### config.mk
export PLATFORM = sky130hd
export DESIGN_NAME = rmq_sqrt
export DESIGN_NICKNAME = d
export VERILOG_FILES = /design/src/sv/rmq_pkg.sv /design/src/sv/rmq_sqrt.sv
export SDC_FILE = /design/constraint.sdc
export NUM_CORES = 2
export LEC_CHECK = 0
export BUFFER_PORTS_ARGS = -buffer_cell sky130_fd_sc_hd__buf_4
export CAP_MARGIN = 10
export CORE_UTILIZATION = 45
export CTS_CLUSTER_DIAMETER = 200
export DETAILED_ROUTE_END_ITERATION = 8
export PLACE_DENSITY = 0.59
export SYNTH_ARGS = -nofsm -noshare
export SYNTH_HDL_FRONTEND = slang
export SYNTH_SLANG_ARGS = --single-unit
### constraint.sdc
create_clock -name clk -period 3.5 [get_ports clk]
set_input_delay 0.35 -clock clk [delete_from_list [all_inputs] [get_ports clk]]
set_output_delay 0.35 -clock clk [all_outputs]
set_load 0.02 [all_outputs]
### src/sv/rmq_pkg.sv
// Shared types, constants and helpers for the matrix-to-quaternion pipeline.
`timescale 1ns / 1ps

package rmq_pkg;

    localparam int ELEM_W  = 16;
    localparam int ARG_W   = 19;
    localparam int RAD_W   = 35;   // root argument shifted left by 16
    localparam int ROOT_W  = 18;   // floor(sqrt(RAD)) fits in 18 bits
    localparam int NUM_W   = 17;   // off-diagonal sum or difference
    localparam int MAG_W   = 16;   // magnitude of a numerator
    localparam int DIVD_W  = 31;   // magnitude shifted left by 14
    localparam int QUO_W   = 31;
    localparam int ONE_Q14 = 16384;

    typedef enum logic [1:0] {
        BR_TRACE = 2'd0,
        BR_M0    = 2'd1,
        BR_M5    = 2'd2,
        BR_M10   = 2'd3
    } branch_t;

    // Per-item control that travels alongside the datapath
    typedef struct packed {
        logic    valid;
        branch_t branch;
        logic    invalid;
    } ctl_t;

    // Saturate an unsigned quotient and apply sign to a Q2.14 value
    function automatic logic signed [15:0] sat_signed(
        input logic [QUO_W-1:0] mag,
        input logic             neg
    );
        logic signed [15:0] r;
        begin
            if (neg) begin
                if (mag >= QUO_W'(32768)) r = 16'sh8000;
                else r = -$signed({1'b0, mag[14:0]});
            end else begin
                if (mag >= QUO_W'(32767)) r = 16'sh7fff;
                else r = $signed({1'b0, mag[14:0]});
            end
            return r;
        end
    endfunction

endpackage

### src/sv/rmq_sqrt.sv
// Pipelined integer square root, one result bit per stage (18 stages).
`timescale 1ns / 1ps

module rmq_sqrt (
    input  logic                             clk,
    input  logic                             rst_n,
    input  rmq_pkg::ctl_t                    ctl_in,
    input  logic [rmq_pkg::RAD_W-1:0]        radicand,
    input  logic signed [rmq_pkg::NUM_W-1:0] num_a_in,
    input  logic signed [rmq_pkg::NUM_W-1:0] num_b_in,
    input  logic signed [rmq_pkg::NUM_W-1:0] num_c_in,
    output rmq_pkg::ctl_t                    ctl_out,
    output logic [rmq_pkg::ROOT_W-1:0]       root,
    output logic signed [rmq_pkg::NUM_W-1:0] num_a_out,
    output logic signed [rmq_pkg::NUM_W-1:0] num_b_out,
    output logic signed [rmq_pkg::NUM_W-1:0] num_c_out
);

    localparam int NS  = rmq_pkg::ROOT_W;
    localparam int RW  = 2 * NS;          // radicand width
    localparam int REMW = NS + 2;

    rmq_pkg::ctl_t                    ctl_reg  [NS];
    logic [RW-1:0]                    rad_reg  [NS];
    logic [REMW-1:0]                  rem_reg  [NS];
    logic [NS-1:0]                    q_reg    [NS];
    logic signed [rmq_pkg::NUM_W-1:0] na_reg   [NS];
    logic signed [rmq_pkg::NUM_W-1:0] nb_reg   [NS];
    logic signed [rmq_pkg::NUM_W-1:0] nc_reg   [NS];

    // Restoring digit recurrence: bring down two bits, try 4q+1
    genvar g;
    generate
        for (g = 0; g < NS; g++) begin : g_stage
            logic [RW-1:0]   rad_p;
            logic [REMW-1:0] rem_p;
            logic [NS-1:0]   q_p;
            rmq_pkg::ctl_t   ctl_p;
            logic signed [rmq_pkg::NUM_W-1:0] na_p, nb_p, nc_p;
            logic [REMW+1:0] trial_rem, trial_sub;

            if (g == 0) begin : g_first
                assign rad_p = RW'(radicand);
                assign rem_p = '0;
                assign q_p   = '0;
                assign ctl_p = ctl_in;
                assign na_p  = num_a_in;
                assign nb_p  = num_b_in;
                assign nc_p  = num_c_in;
            end else begin : g_next
                assign rad_p = rad_reg[g-1];
                assign rem_p = rem_reg[g-1];
                assign q_p   = q_reg[g-1];
                assign ctl_p = ctl_reg[g-1];
                assign na_p  = na_reg[g-1];
                assign nb_p  = nb_reg[g-1];
                assign nc_p  = nc_reg[g-1];
            end

            assign trial_rem = {rem_p, rad_p[RW-1:RW-2]};
            assign trial_sub = {(REMW - NS)'(0), q_p, 2'b01};

            always_ff @(posedge clk or negedge rst_n)
            begin
                if (!rst_n) begin
                    ctl_reg[g] <= '0;
                end else begin
                    ctl_reg[g] <= ctl_p;
                end
            end

            always_ff @(posedge clk)
            begin
                rad_reg[g] <= {rad_p[RW-3:0], 2'b00};
                na_reg[g]  <= na_p;
                nb_reg[g]  <= nb_p;
                nc_reg[g]  <= nc_p;
                if (trial_rem >= trial_sub) begin
                    rem_reg[g] <= REMW'(trial_rem - trial_sub);
                    q_reg[g]   <= {q_p[NS-2:0], 1'b1};
                end else begin
                    rem_reg[g] <= REMW'(trial_rem);
                    q_reg[g]   <= {q_p[NS-2:0], 1'b0};
                end
            end
        end
    endgenerate

    assign ctl_out   = ctl_reg[NS-1];
    assign root      = q_reg[NS-1];
    assign num_a_out = na_reg[NS-1];
    assign num_b_out = nb_reg[NS-1];
    assign num_c_out = nc_reg[NS-1];

endmodule

# == Yosys cells after proc, flatten, opt, wreduce, memory -nomap -nowiden ==
# Memories as Yosys holds them, arrays and structs flattened.
# Index checks and enable logic that the tools add are counted.
# totals
n_memories,6
reg_bits,72
out_inout_bits,73
mem_bits_rw,2214
# mem_list
memory,words,word_bits,rd,rd_ports_with_merged_regs,wr,line_no,rtl
rad_reg,18,34,17,0,18,rmq_sqrt.sv:24,logic [RW-1:0] rad_reg [NS];
rem_reg,18,20,17,0,18,rmq_sqrt.sv:25,logic [REMW-1:0] rem_reg [NS];
q_reg,18,18,18,0,18,rmq_sqrt.sv:26,logic [NS-1:0] q_reg [NS];
na_reg,18,17,18,0,18,rmq_sqrt.sv:27,logic signed [rmq_pkg::NUM_W-1:0] na_reg [NS];
nb_reg,18,17,18,0,18,rmq_sqrt.sv:28,logic signed [rmq_pkg::NUM_W-1:0] nb_reg [NS];
nc_reg,18,17,18,0,18,rmq_sqrt.sv:29,logic signed [rmq_pkg::NUM_W-1:0] nc_reg [NS];
# classes
n_mux,90
bitwise,36
order_cmp,18
addsub,18
# op_table
operator,n
$ge A22 B20 Y1,17
$mux W20,18
$sub A20 B20 Y20,17
$mux W18,18
$mux W1,54
$or A1 B1 Y1,36
$sub A1 B1 Y2 const B,1
$ge A1 B1 Y1 const B,1

# == Longest topological paths before layout ==
# An unclocked memory read counts as a cell.
# depth
depth_word,5
ltp_mapped,12

# == Worst setup path after synthesis ==
# OpenSTA, ideal clock, no wires.
# synth_path
kind,register to register
startpoint,mem rem_reg[3][8] in the netlist's numbering
endpoint,mem rem_reg[4][10] in the netlist's numbering
stages_incl_launch_ff,9
period_less_slack_ns,2.710
setup_time_ns,0.118
t_arrival_ns,2.592
setup_slack_ns,0.790
t_required_ns,3.382
cell_sequence,dfxtp_1 > or3_1 > or4_1 > or2_4 > o311a_1 > and3_1 > buf_6 > or4_1 > xnor2_1
# synth_lines
item,line_no
"start, declared",rmq_sqrt.sv:25

==> summary.txt <==
STA
  – TNS Setup: 0 ns
  – RSZ-0062 raised after global routing: false
  – Slew Limit Fails: 0
  – Worst Tran Pin Value: 0.851 ns
  – Slew HR: 43.2%
  – Count of final setup violators: 0
  – Minimum clock period: 3.02 ns
  – Layout Skew: 0.0593 ns
  – Achievable Freq: 0.331 GHz
  – Endpoints failing hold: 0
  – PnR worst setup slack: 0.483 ns
  – Fin crit share: 86.2%

Routing
  – Avg WL per Cell: 12.8 um
  – Detail Route Antenna Nets: 0
  – DRT iter0 DRCs: 989
  – Via/cell ratio: 4.53
  – Detailed-route via count: 25,800
  – DRC: 0
  – First-pass DRT Iterations: 5
  – DRT Wirelength: 72.8 mm

Yosys
  – Synth top area share: 70.0%
  – Async SR Flop Fraction: under 10%
  – Synth Instances: 3,758
  – Synthesized cell area: ~49,000 um2
  – Post-synth top flop: dfxtp_1
  – Cell variety after synth: 71
  – Post-synth EDFFs: 0
  – Synth cell count leaders: dfxtp_1 (1,706), inv_1 (230), nor2_1 (211)
  – Most numerous cell in the Yosys netlist: dfxtp_1
  – Ys Warns: 0
  – Sequential share of the synthesized area: 73.7%
  – Post-synthesis area per instance: 13.0 um2
  – Cell accounting for the most synthesized area: dfxtp_1
  – Area contributors post-synth: dfxtp_1 (70%), ha_1 (4.8%), dfrtp_1 (3.7%), xnor2_1 (2.3%), xor2_1 (1.8%)
  – Post-Syn Nets: ~4,000
  – Flops & latches, synth: 1,778

Worst hold path
  – Hold Path Stages: 2
  – Hold WC Path Type: in -> reg

Finish
  – Multi-input logic area: 11,700 um2
  – Share of post-route cells with drive strength above 1: 12.2%
  – Final instance area: approximately 58,000 um2
  – Nets: 4,434
  – Area grow syn2layout: 19.9%
  – Max reg flops: 311
  – Fillcell total: roughly 8,900
  – Register area: 36,000 um2

Floorplanning
  – IO Pins: ~170
  – CORE AREA: 107,000 um2
  – Die area: 110,000 um2
  – Initial Util: 45.5%
  – Die height: 331 um
  – Row count: 120
  – Chip Width: 331 um

Power and ir drop
  – Total power: ~46 mW
  – Psw: 10.8 mW
  – Peak supply drop: between 500 and 600 uV
  – Combinational power share: 8.9%
  – PwrDens: 784 nW/um2
  – Leakage power: 26.3 nW
  – Cell-internal power: 35.1 mW
  – Clk pwr share: 39.9%
  – Share of power burned in registers: roughly half
  – Switching share of power: about a quarter

Placed design
  – Post-DP HPWL: 49.3 mm
  – Port buffer count: 164
  – Gpl congestion: 0.916
  – Post-place setup slack: between 0.4 and 0.5 ns
  – Cell Area, Placed: 51,700 um2

Setup path
  – CP endpoint kind: flip-flop
  – Setup CP Type: reg -> reg
  – Slowest CP cell: nor4b_2
  – Critical Path Source Type: flip-flop
  – Arrival time at the worst endpoint: 3.63 ns
  – Critical-path cell list: inv_1, ha_1, and3_1, nor2b_1, a41o_1, or4_1, nor4b_2, nand4b_1, xnor2_1
  – Worst EP required: between 4 and 5 ns
  – Max FO, Critical Path: 17
  – Worst reg2reg path depth: 9
  – CP max stage delay: roughly 0.67 ns

Clocking
  – CTS resizes: 0
  – CTS clock-pin slew for the worst setup and hold paths: 0.06 ns
  – CTS Sinks: 1,778
  – Root Buffer: clkbuf_16
  – CTS buffer count: 168
  – Later-pin clock latency in the skew report: 0.78 ns
  – Max Root-Sink Buffers: 3
  – CTS tree: built
  – H-tree depth: 4

Run status
  – Outcome: complete, no violations

Global route
  – Global-route wire length before repair: 119 mm
  – GRT Overall Usage: 13.4%
  – Grt met1 use: approximately 16%
  – Pin count of the biggest net entering global routing: between 70 and 80
  – M3 GR Usage: a little under 3%
  – Initial antenna violation count: 0
  – GR Overflow Total: 0
  – GR Util met2: 22.1%
  – Vias in the first global route: 24,800
  – Busiest grt layer: met2

Job
  – Maximum Capacitance Violations: 0
[metrics by stage]
stage,hold WS [ns],std cells,util [%]
after floorplan,0.0544,3758,-
after global placement,0.310,5296,48.2
after detailed placement,0.312,5296,48.2
after CTS,0.135,5696,54.6
after global routing,0.163,5696,54.6
final,0.211,5697,54.6
[power groups by stage]
stage	Clock [mW]	Sequential (mW)	Combinational [mW]
floorplan	0	23.6	3.08
global placement	0	23.9	3.99
detailed placement	0	23.9	4.01
CTS	18.9	23.5	4.12
global route	19.8	23.7	4.63
finish	18.3	23.5	4.09
[cell usage in the layout (no fill, tap or decap), types with 60 or more instances in the layout]
master and instances:
buf_4 183, o21ai_0 110, inv_1 230, ha_1 188, xnor2_1 129, nor2_1 211
nor3_1 60, dfxtp_1 1706, xor2_1 101, dlygate4sd3_1 91, nand2_1 142, dfrtp_1 72
clkbuf_16 168, a21oi_1 175
[worst max-delay path, delay by kind of cell, from the launching register on]
family                     cells  cell delay, ns
and+or+nand+nor                5            1.81
DFF                            1            0.33
adders and majority gates      1            0.33
buffers and inverters          1            0.05
xor gates and xnor gates       1            0.16
AOI/OAI and AO/OA              1            0.25
[layout make-up]
type,instances,area share (%)
clock buffers,247,8.33
multi-input cells,1696,20.1
well taps,1403,3.00
inverters,235,1.51
clock inverters,62,1.69
flip-flops and latches,1778,61.5
diodes,1,0.00428
repair buffers,275,3.94
[kinds of logic (layout without fill, tap and decap cells)]
kind of cell | Yosys count | after routing | share of synthesized area [%]
multiplexers | 48 | 48 | 1.09
XOR/XNOR | 230 | 230 | 4.13
adder cells (fa/ha/maj) | 188 | 188 | 4.82
AO/OA/AOI/OAI | 538 | 538 | 6.98
flip-flops | 1778 | 1778 | 73.7
other | 1 | 2 | 0.00769
buffers and inverters | 284 | 819 | 2.23
AND/OR/NAND/NOR | 691 | 691 | 7.00
[metal layers]
metal / vias to the layer above / share of wire (%) / wire length [um]
met4: 0 / 3.8 / 2730
met3: 203 / 4.1 / 2960
met5: - / 0 / 0
met2: 470 / 47 / 34100
met1: 11800 / 45 / 33000
li1: 13300 / - / -
[worst paths after layout]
path,startpoint,end,slack [ns]
worst min register to register,rad_reg[10][28],rad_reg[11][30],0.27
worst max register to register,q_reg[6][5],rem_reg[7][16],0.48
worst min-delay path,radicand[26],rad_reg[0][26],0.21
worst max-delay path,q_reg[6][5],rem_reg[7][16],0.48
max in group asynchronous,rst_n,ctl_reg[71],2.67
min in group asynchronous,rst_n,ctl_out[2],0.25
[what timing repair did]
action,CTS,global route
hold buffers,91,0
buffers inserted,0,0
endpoints found under the hold margin,162,0
Power figures use the tool's default switching activity.
