[config.mk]
export PLATFORM = sky130hd
export DESIGN_NAME = rmq_div
export DESIGN_NICKNAME = d
export VERILOG_FILES = /design/src/sv/rmq_pkg.sv /design/src/sv/rmq_div.sv
export SDC_FILE = /design/constraint.sdc
export NUM_CORES = 2
export LEC_CHECK = 0
export BUFFER_PORTS_ARGS = -buffer_cell sky130_fd_sc_hd__buf_2
export CAP_MARGIN = 20
export CORE_MARGIN = 2
export CORE_UTILIZATION = 35
export CTS_CLUSTER_SIZE = 14
export DETAILED_ROUTE_END_ITERATION = 12
export GPL_ROUTABILITY_DRIVEN = 0
export SETUP_SLACK_MARGIN = 0.3
export SLEW_MARGIN = 20
export SYNTH_ARGS = -nofsm -noshare
export SYNTH_HDL_FRONTEND = slang
export SYNTH_SLANG_ARGS = --single-unit
[constraint.sdc]
create_clock -name clk -period 3.9 [get_ports clk]
set_clock_uncertainty 0.2 [all_clocks]
set_input_delay 0.78 -clock clk [delete_from_list [all_inputs] [get_ports clk]]
set_output_delay 0.78 -clock clk [all_outputs]
set_load 0.02 [all_outputs]
[src/sv/rmq_pkg.sv]
// Shared types, constants and helpers for the matrix-to-quaternion pipeline.
`timescale 1ns / 1ps

package rmq_pkg;

    localparam int ELEM_W  = 16;
    localparam int ARG_W   = 19;
    localparam int RAD_W   = 35;   // root argument shifted left by 16
    localparam int ROOT_W  = 18;   // floor(sqrt(RAD)) fits in 18 bits
    localparam int NUM_W   = 17;   // off-diagonal sum or difference
    localparam int MAG_W   = 16;   // magnitude of a numerator
    localparam int DIVD_W  = 31;   // magnitude shifted left by 14
    localparam int QUO_W   = 31;
    localparam int ONE_Q14 = 16384;

    typedef enum logic [1:0] {
        BR_TRACE = 2'd0,
        BR_M0    = 2'd1,
        BR_M5    = 2'd2,
        BR_M10   = 2'd3
    } branch_t;

    // Per-item control that travels alongside the datapath
    typedef struct packed {
        logic    valid;
        branch_t branch;
        logic    invalid;
    } ctl_t;

    // Saturate an unsigned quotient and apply sign to a Q2.14 value
    function automatic logic signed [15:0] sat_signed(
        input logic [QUO_W-1:0] mag,
        input logic             neg
    );
        logic signed [15:0] r;
        begin
            if (neg) begin
                if (mag >= QUO_W'(32768)) r = 16'sh8000;
                else r = -$signed({1'b0, mag[14:0]});
            end else begin
                if (mag >= QUO_W'(32767)) r = 16'sh7fff;
                else r = $signed({1'b0, mag[14:0]});
            end
            return r;
        end
    endfunction

endpackage

[src/sv/rmq_div.sv]
// Pipelined rounded divider: |num|*16384 + s/2 over s, one quotient bit per stage.
`timescale 1ns / 1ps

module rmq_div (
    input  logic                             clk,
    input  logic                             rst_n,
    input  logic                             in_valid,
    input  logic signed [rmq_pkg::NUM_W-1:0] num,
    input  logic [rmq_pkg::ROOT_W-1:0]       divisor,
    output logic                             out_valid,
    output logic signed [15:0]               quot
);

    localparam int NS = rmq_pkg::QUO_W;
    localparam int DW = rmq_pkg::DIVD_W + 2;   // dividend incl. rounding term
    localparam int RW = rmq_pkg::ROOT_W + 1;

    logic           v_reg   [NS];
    logic           neg_reg [NS];
    logic [DW-1:0]  dvd_reg [NS];
    logic [RW-1:0]  rem_reg [NS];
    logic [NS-1:0]  q_reg   [NS];
    logic [rmq_pkg::ROOT_W-1:0] dsr_reg [NS];
    logic signed [15:0] out_reg;
    logic               out_v_reg;

    logic [rmq_pkg::MAG_W:0] mag0;
    logic [DW-1:0]           dvd0;

    // Dividend: magnitude shifted by 14 plus half the divisor
    always_comb
    begin
        mag0 = num[rmq_pkg::NUM_W-1] ? (rmq_pkg::MAG_W+1)'(-num)
                                     : (rmq_pkg::MAG_W+1)'(num);
        dvd0 = DW'({mag0, 14'd0}) + DW'(divisor >> 1);
    end

    genvar g;
    generate
        for (g = 0; g < NS; g++) begin : g_stage
            logic           v_p, neg_p;
            logic [DW-1:0]  dvd_p;
            logic [RW-1:0]  rem_p;
            logic [NS-1:0]  q_p;
            logic [rmq_pkg::ROOT_W-1:0] dsr_p;
            logic [RW:0]    trial;

            if (g == 0) begin : g_first
                assign v_p   = in_valid;
                assign neg_p = num[rmq_pkg::NUM_W-1];
                assign dvd_p = dvd0 << (DW - NS);
                assign rem_p = '0;
                assign q_p   = '0;
                assign dsr_p = divisor;
            end else begin : g_next
                assign v_p   = v_reg[g-1];
                assign neg_p = neg_reg[g-1];
                assign dvd_p = dvd_reg[g-1];
                assign rem_p = rem_reg[g-1];
                assign q_p   = q_reg[g-1];
                assign dsr_p = dsr_reg[g-1];
            end

            assign trial = {rem_p, dvd_p[DW-1]};

            always_ff @(posedge clk or negedge rst_n)
            begin
                if (!rst_n) begin
                    v_reg[g] <= 1'b0;
                end else begin
                    v_reg[g] <= v_p;
                end
            end

            always_ff @(posedge clk)
            begin
                neg_reg[g] <= neg_p;
                dvd_reg[g] <= {dvd_p[DW-2:0], 1'b0};
                dsr_reg[g] <= dsr_p;
                if (trial >= (RW+1)'(dsr_p)) begin
                    rem_reg[g] <= RW'(trial - (RW+1)'(dsr_p));
                    q_reg[g]   <= {q_p[NS-2:0], 1'b1};
                end else begin
                    rem_reg[g] <= RW'(trial);
                    q_reg[g]   <= {q_p[NS-2:0], 1'b0};
                end
            end
        end
    endgenerate

    // Sign and saturate
    always_ff @(posedge clk or negedge rst_n)
    begin
        if (!rst_n) begin
            out_v_reg <= 1'b0;
        end else begin
            out_v_reg <= v_reg[NS-1];
        end
    end

    always_ff @(posedge clk)
    begin
        out_reg <= rmq_pkg::sat_signed(q_reg[NS-1], neg_reg[NS-1]);
    end

    assign out_valid = out_v_reg;
    assign quot      = out_reg;

endmodule

Yosys cells after proc, flatten, opt, wreduce, memory -nomap -nowiden
Memory sizes are Yosys's and may differ from the RTL's.
Index checks and enable logic that the tools add are counted.
Word-level totals
  register bits: 48
  bits in latches: 0
  memory bits (writable): 3131
  memory bits (read-only): 0
  input port bits: 38
  output and inout port bits: 17
  logic and storage cells: 326
  memories kept: 5
Operators by class
  add/subtract/negate cells: 34
  $mul: 0
  div/mod/pow operators: 0
  order comparisons: 33
  equal/unequal tests: 0
  shifts and indexed selects: 0
  muxes and demuxes: 159
  bitwise logic cells: 62
  reductions and logical operators: 0
Memory list
  dvd_reg: words 31, bits a word 32, rd ports 30, clocked after Yosys merged registers in 0, write ports 31, line rmq_div.sv:20  | logic [DW-1:0] dvd_reg [NS];
  q_reg: words 31, bits a word 31, rd ports 31, clocked after Yosys merged registers in 0, write ports 31, line rmq_div.sv:22  | logic [NS-1:0] q_reg [NS];
  rem_reg: words 31, bits a word 19, rd ports 30, clocked after Yosys merged registers in 0, write ports 31, line rmq_div.sv:21  | logic [RW-1:0] rem_reg [NS];
  dsr_reg: words 31, bits a word 18, rd ports 30, clocked after Yosys merged registers in 0, write ports 31, line rmq_div.sv:23  | logic [rmq_pkg::ROOT_W-1:0] dsr_reg [NS];
  neg_reg: words 31, bits a word 1, rd ports 31, clocked after Yosys merged registers in 0, write ports 31, line rmq_div.sv:19  | logic neg_reg [NS];
Operator list (number)
  $mux W31: 31
  $ge A20 B18 Y1: 30
  $mux W19: 31
  $sub A19 B18 Y19: 30
  $mux W1: 93
  $or A1 B1 Y1: 62
  $mux W16: 2
  $add A31 B17 Y31: 1
  $ge A31 B15 Y1 const B: 1
  $ge A31 B16 Y1 const B: 1
  $sub A1 B18 Y19: 1
  $ge A1 B18 Y1: 1
  $mux W17: 1
  $neg A17 Y17: 1
  $neg A15 Y16: 1
  $mux W15: 1

Longest topological paths before layout
  depth after elaboration: 7
  gate-level depth with buffers: 15
  mapped depth without buffers: 13

Worst setup path before layout
No wires, ideal clock.
  path type: input -> register
  start point: input port num[16] (netlist name)
  end point: memory rem_reg[0][10] (netlist name)
  setup time: 0.115 ns
  arrival time: 3.781 ns
  required time: 3.585 ns
  path slack: -0.195 ns
  stages on the path: 14
  buffers on the path: 4
  path through: buf_4 > clkbuf_1 > o21ai_0 > fa_1 > a21oi_1 > or3_1 > clkbuf_1 > nor4_1 > a21oi_1 > ha_1 > clkbuf_1 > clkinv_1 > ha_1 > a2111oi_0
RTL lines
  start: declaration: line rmq_div.sv:8  | input logic signed [rmq_pkg::NUM_W-1:0] num,
  end: declaration: line rmq_div.sv:21

==> metrics.md <==
| Metric | Value |
|---|---|
| Hold WS | roughly 0.11 ns |
| Post-synth top area share | around half |
| Chip width | between 400 and 500 um |
| Slowest library cell on the worst path | dfxtp_1 |
| Outcome | finished clean |
| Placement Setup Slack | -0.149 ns |
| Utilization after layout | 40.4% |
| Area post-placement | 75500 um2 |
| Hold depth | 0 |
| RR Endpoint | rem_reg[0][237] |
| Max rail drop VDD | ~0.50 mV |
| Synth warn | 0 |
| Grt peak-use layer | met2 |
| Pin count of the biggest net entering global routing | 39 |
| Headroom to the max-slew limit | between 40 and 50% |
| Area leader, netlist | dfxtp_1 |
| RSZ-0062 raised after global routing | yes |
| Total clock sinks | about 1800 |
| Max Cap Viol | 0 |
| CP endpoint | rem_reg[0][237] |
| Clock share of power | 27.6% |
| Logic pwr share | between 30% and 40% |
| First-pass GRT wire length | ~240000 um |
| Layout cells sized above 1 | 9.25% |
| Asr flop ratio synth | 1.76% |
| Drt wl/cell | ~14 um |
| Min-Delay Path Class | reg2reg |
| Post-synth EDFFs | 0 |
| TritonCTS clock tree | done |
| Post-Synthesis Cell Area | approximately 71000 um2 |
| CP bufs+invs | 2 |
| Crit path from | dsr_reg[0][200] |
| IO buf count | 54 |
| Reg2Reg Depth | 11 |
| Top FF cell, synth | dfxtp_1 |
| Number of flip-flops in the largest register | 570 |
| Total power | approximately 0.064 W |
| Sequential area share after synthesis | between 50% and 60% |
| Met1 usage | 14.8% |
| Met2 Use GR | approximately a quarter |
| Crit path max-delay family | compound AO/OA/AOI/OAI gates |
| Detailed Route WL | about 150000 um |
| Die height | 456 um |
| CP most frequent cell | o31a_1 |
| Hpwl dp | 112000 um |
| Yosys cell types | between 90 and 100 |
| Reg2Reg Launch Point | dsr_reg[0][200] |
| Htree depth | 4 |
| Avg Cell Area, Syn | about 10 um2 |
| Final hold violations | 0 |
| Synth Register Bits | 1821 |
| Row count | approximately 170 |
| Critical Path RT | 4.40 ns |
| Clock Path Buffers | 3 |
| Critical Path AT | ~4 ns |
| DR vias/cell | 4.81 |
| R2r setup slk | between 0.4 and 0.5 ns |
| Syn nets | around 7700 |
| Vias in the first global route | slightly below 50000 |
| Final Max Tran Viols | 0 |
| Via count | 48814 |
| Core footprint | about 200000 um2 |
| # nets final | 7947 |
| Min-delay src | dvd_reg[0][20] |
| CTS buffer count | between 150 and 200 |
| CP Depth | 11 |
| Endpoints failing setup | 0 |
| Post-route setup slack | roughly 0.4 ns |
| M3 GR Usage | between 2 and 2.5% |
| Pint | around 0.043 W |
| Root buf cell | clkbuf_16 |
| Switching Power | between 0.02 and 0.025 W |
| Drt first-iter violations | 2645 |
| Highest clock rate | around 290 MHz |
| PD cells | around 780 nW/um2 |
| Switching Fraction | about a third |
| Worst skew pair latency | 0.81 ns |
| Post-CTS Setup Repair Bufs | 0 |
| Ports | 55 |
| Max FO, Critical Path | 31 |
| Die ar. | 208000 um2 |
| CP cell instances | inv_1 > ha_1 > nor2b_1 > o31a_1 > o31a_1 > a211o_1 > nor4_1 > nor3_2 > o22ai_2 > buf_12 > mux2_2 |
| Crit. End Element | flip-flop |
| Initial core utilization | a little over a third |
| Synth area leaders | dfxtp_1 50%, ha_1 9.6%, inv_1 3.9%, o21ai_0 3.8%, a21oi_1 3.0% |
| First drt pass iteration count | 5 |
| Final instance area | a little over 80000 um2 |
| DRC Markers | 0 |
| Grt total ovfl | 0 |
| Area grow syn2layout | 14.5% |
| Largest stage delay on the critical path | between 0.3 and 0.4 ns |
| Antenna violations before repair | 2 |
| GRT Overall Usage | 13.9% |
| Final worst path period share | between 80% and 90% |
| Leak | between 30 and 40 nW |
| Critical path class | reg2reg |
| Remaining antenna violation count | 0 |
| Worst slew pin tran | between 0.8 and 0.9 ns |
| Worst setup SP type | flip-flop |
| Clk pin slew, worst setup/hold paths | around 0.060 ns |
| Sequential fraction of design power | a little under two fifths |
| Cells after synthesis | ~7100 |
| Min Tclk post-route | 3.49 ns |
==> final cells by class <==
cell class / instances / area (um2)
Clock buffer: 246 / 5040
Inverter: 739 / 2780
Sequential cell: 1821 / 36600
Multi-Input combinational cell: 4418 / 31600
Timing Repair Buffer: 175 / 1330
Fill cell: 19320 / 121000
Clock inverter: 71 / 1040
Antenna cell: 2 / 5.00
Tap cell: 2672 / 3340
==> worst min-delay path by stage <==
| stage | to | slack [ns] |
|---|---|---|
| finish | dvd_reg[0][53] | 0.11 |
| global route | dsr_reg[0][1] | 0.07 |
| CTS | dsr_reg[0][1] | 0.03 |
| detailed placement | dvd_reg[0][181] | 0.11 |
| global placement | q_reg[7][2] | 0.11 |
| floorplan | dvd_reg[0][115] | 0.11 |
==> timing repair <==
action,in CTS,in global routing
hold buffers,18,0
setup endpoints to repair,0,73
endpoints found under the hold margin,49,0
gates resized for setup,0,18
==> power groups by stage <==
stage                     Combinational (W)  Sequential (W)  Clock (W)
after floorplan                      0.0170          0.0241          0
after global placement               0.0210          0.0249          0
after detailed placement             0.0215          0.0249          0
after CTS                            0.0216          0.0245     0.0181
after global routing                 0.0243          0.0249     0.0189
final                                0.0216          0.0245     0.0175
==> placed cells by master (no fill, tap or decap), drive strengths merged, types with 32 or more instances in the layout <==
master	n
nor2	347
mux2	152
inv	745
a21oi	422
o21ai	563
clkinv	39
dfrtp	32
xnor2	240
mux2i	33
nand2	538
nor4	42
xor2	175
nand4	82
clkbuf	246
o211ai	35
o31ai	48
nor2b	95
o21a	74
ha	548
o21bai	56
nor3	98
or3	43
a31oi	61
buf	157
nand2b	60
a21o	185
dfxtp	1789
and3	34
nand3	81
==> per-layer routing <==
layer	part of all wire, %	vias to the layer above
met5	0	-
met4	4.3	0
met3	3.0	375
met2	52	808
met1	41	22716
li1	-	24915
==> synth_stat cells, drive strengths merged, types with 10 or more instances <==
library cell	count
nor4	42
or2	30
fa	30
a2111oi	30
xor2	175
nand2b	60
inv	736
a21o	185
nand4	82
a31oi	61
clkbuf	101
or3	43
a2111o	20
a211o	21
buf	33
o2111ai	15
o21a	74
nor2b	95
o311ai	13
nor3	98
and3	34
mux2	152
and2	16
o31a	27
a221oi	10
nand3	81
a211oi	29
o211ai	35
a21oi	422
o31ai	48
o21bai	56
nor2	347
dfrtp	32
ha	548
a21boi	30
and4	13
o21ai	563
nand2	538
or4	11
o41ai	18
mux2i	33
xnor2	240
dfxtp	1789
==> per-stage QoR <==
step                      setup TNS [ns]  instances
after floorplan                        0       7112
after global placement             -2.94       9807
after detailed placement          -0.761       9807
after CTS                              0      10142
after global routing                   0      10144
final                                  0      10144
==> cells by family (layout without fill, tap and decap cells) <==
family                   Yosys count  after routing  synth area share [%]
AO/OA/AOI/OAI                   1730           1730                  15.3
AND/OR/NAND/NOR                 1510           1510                  9.99
other                              0              2                     0
buffers and inverters            873           1231                  4.75
adder cells (fa/ha/maj)          578            578                  10.4
XOR/XNOR                         415            415                  5.09
multiplexers                     185            185                  3.19
flip-flops                      1821           1821                  51.2
Note: power is estimated with default switching activity, not from simulation.
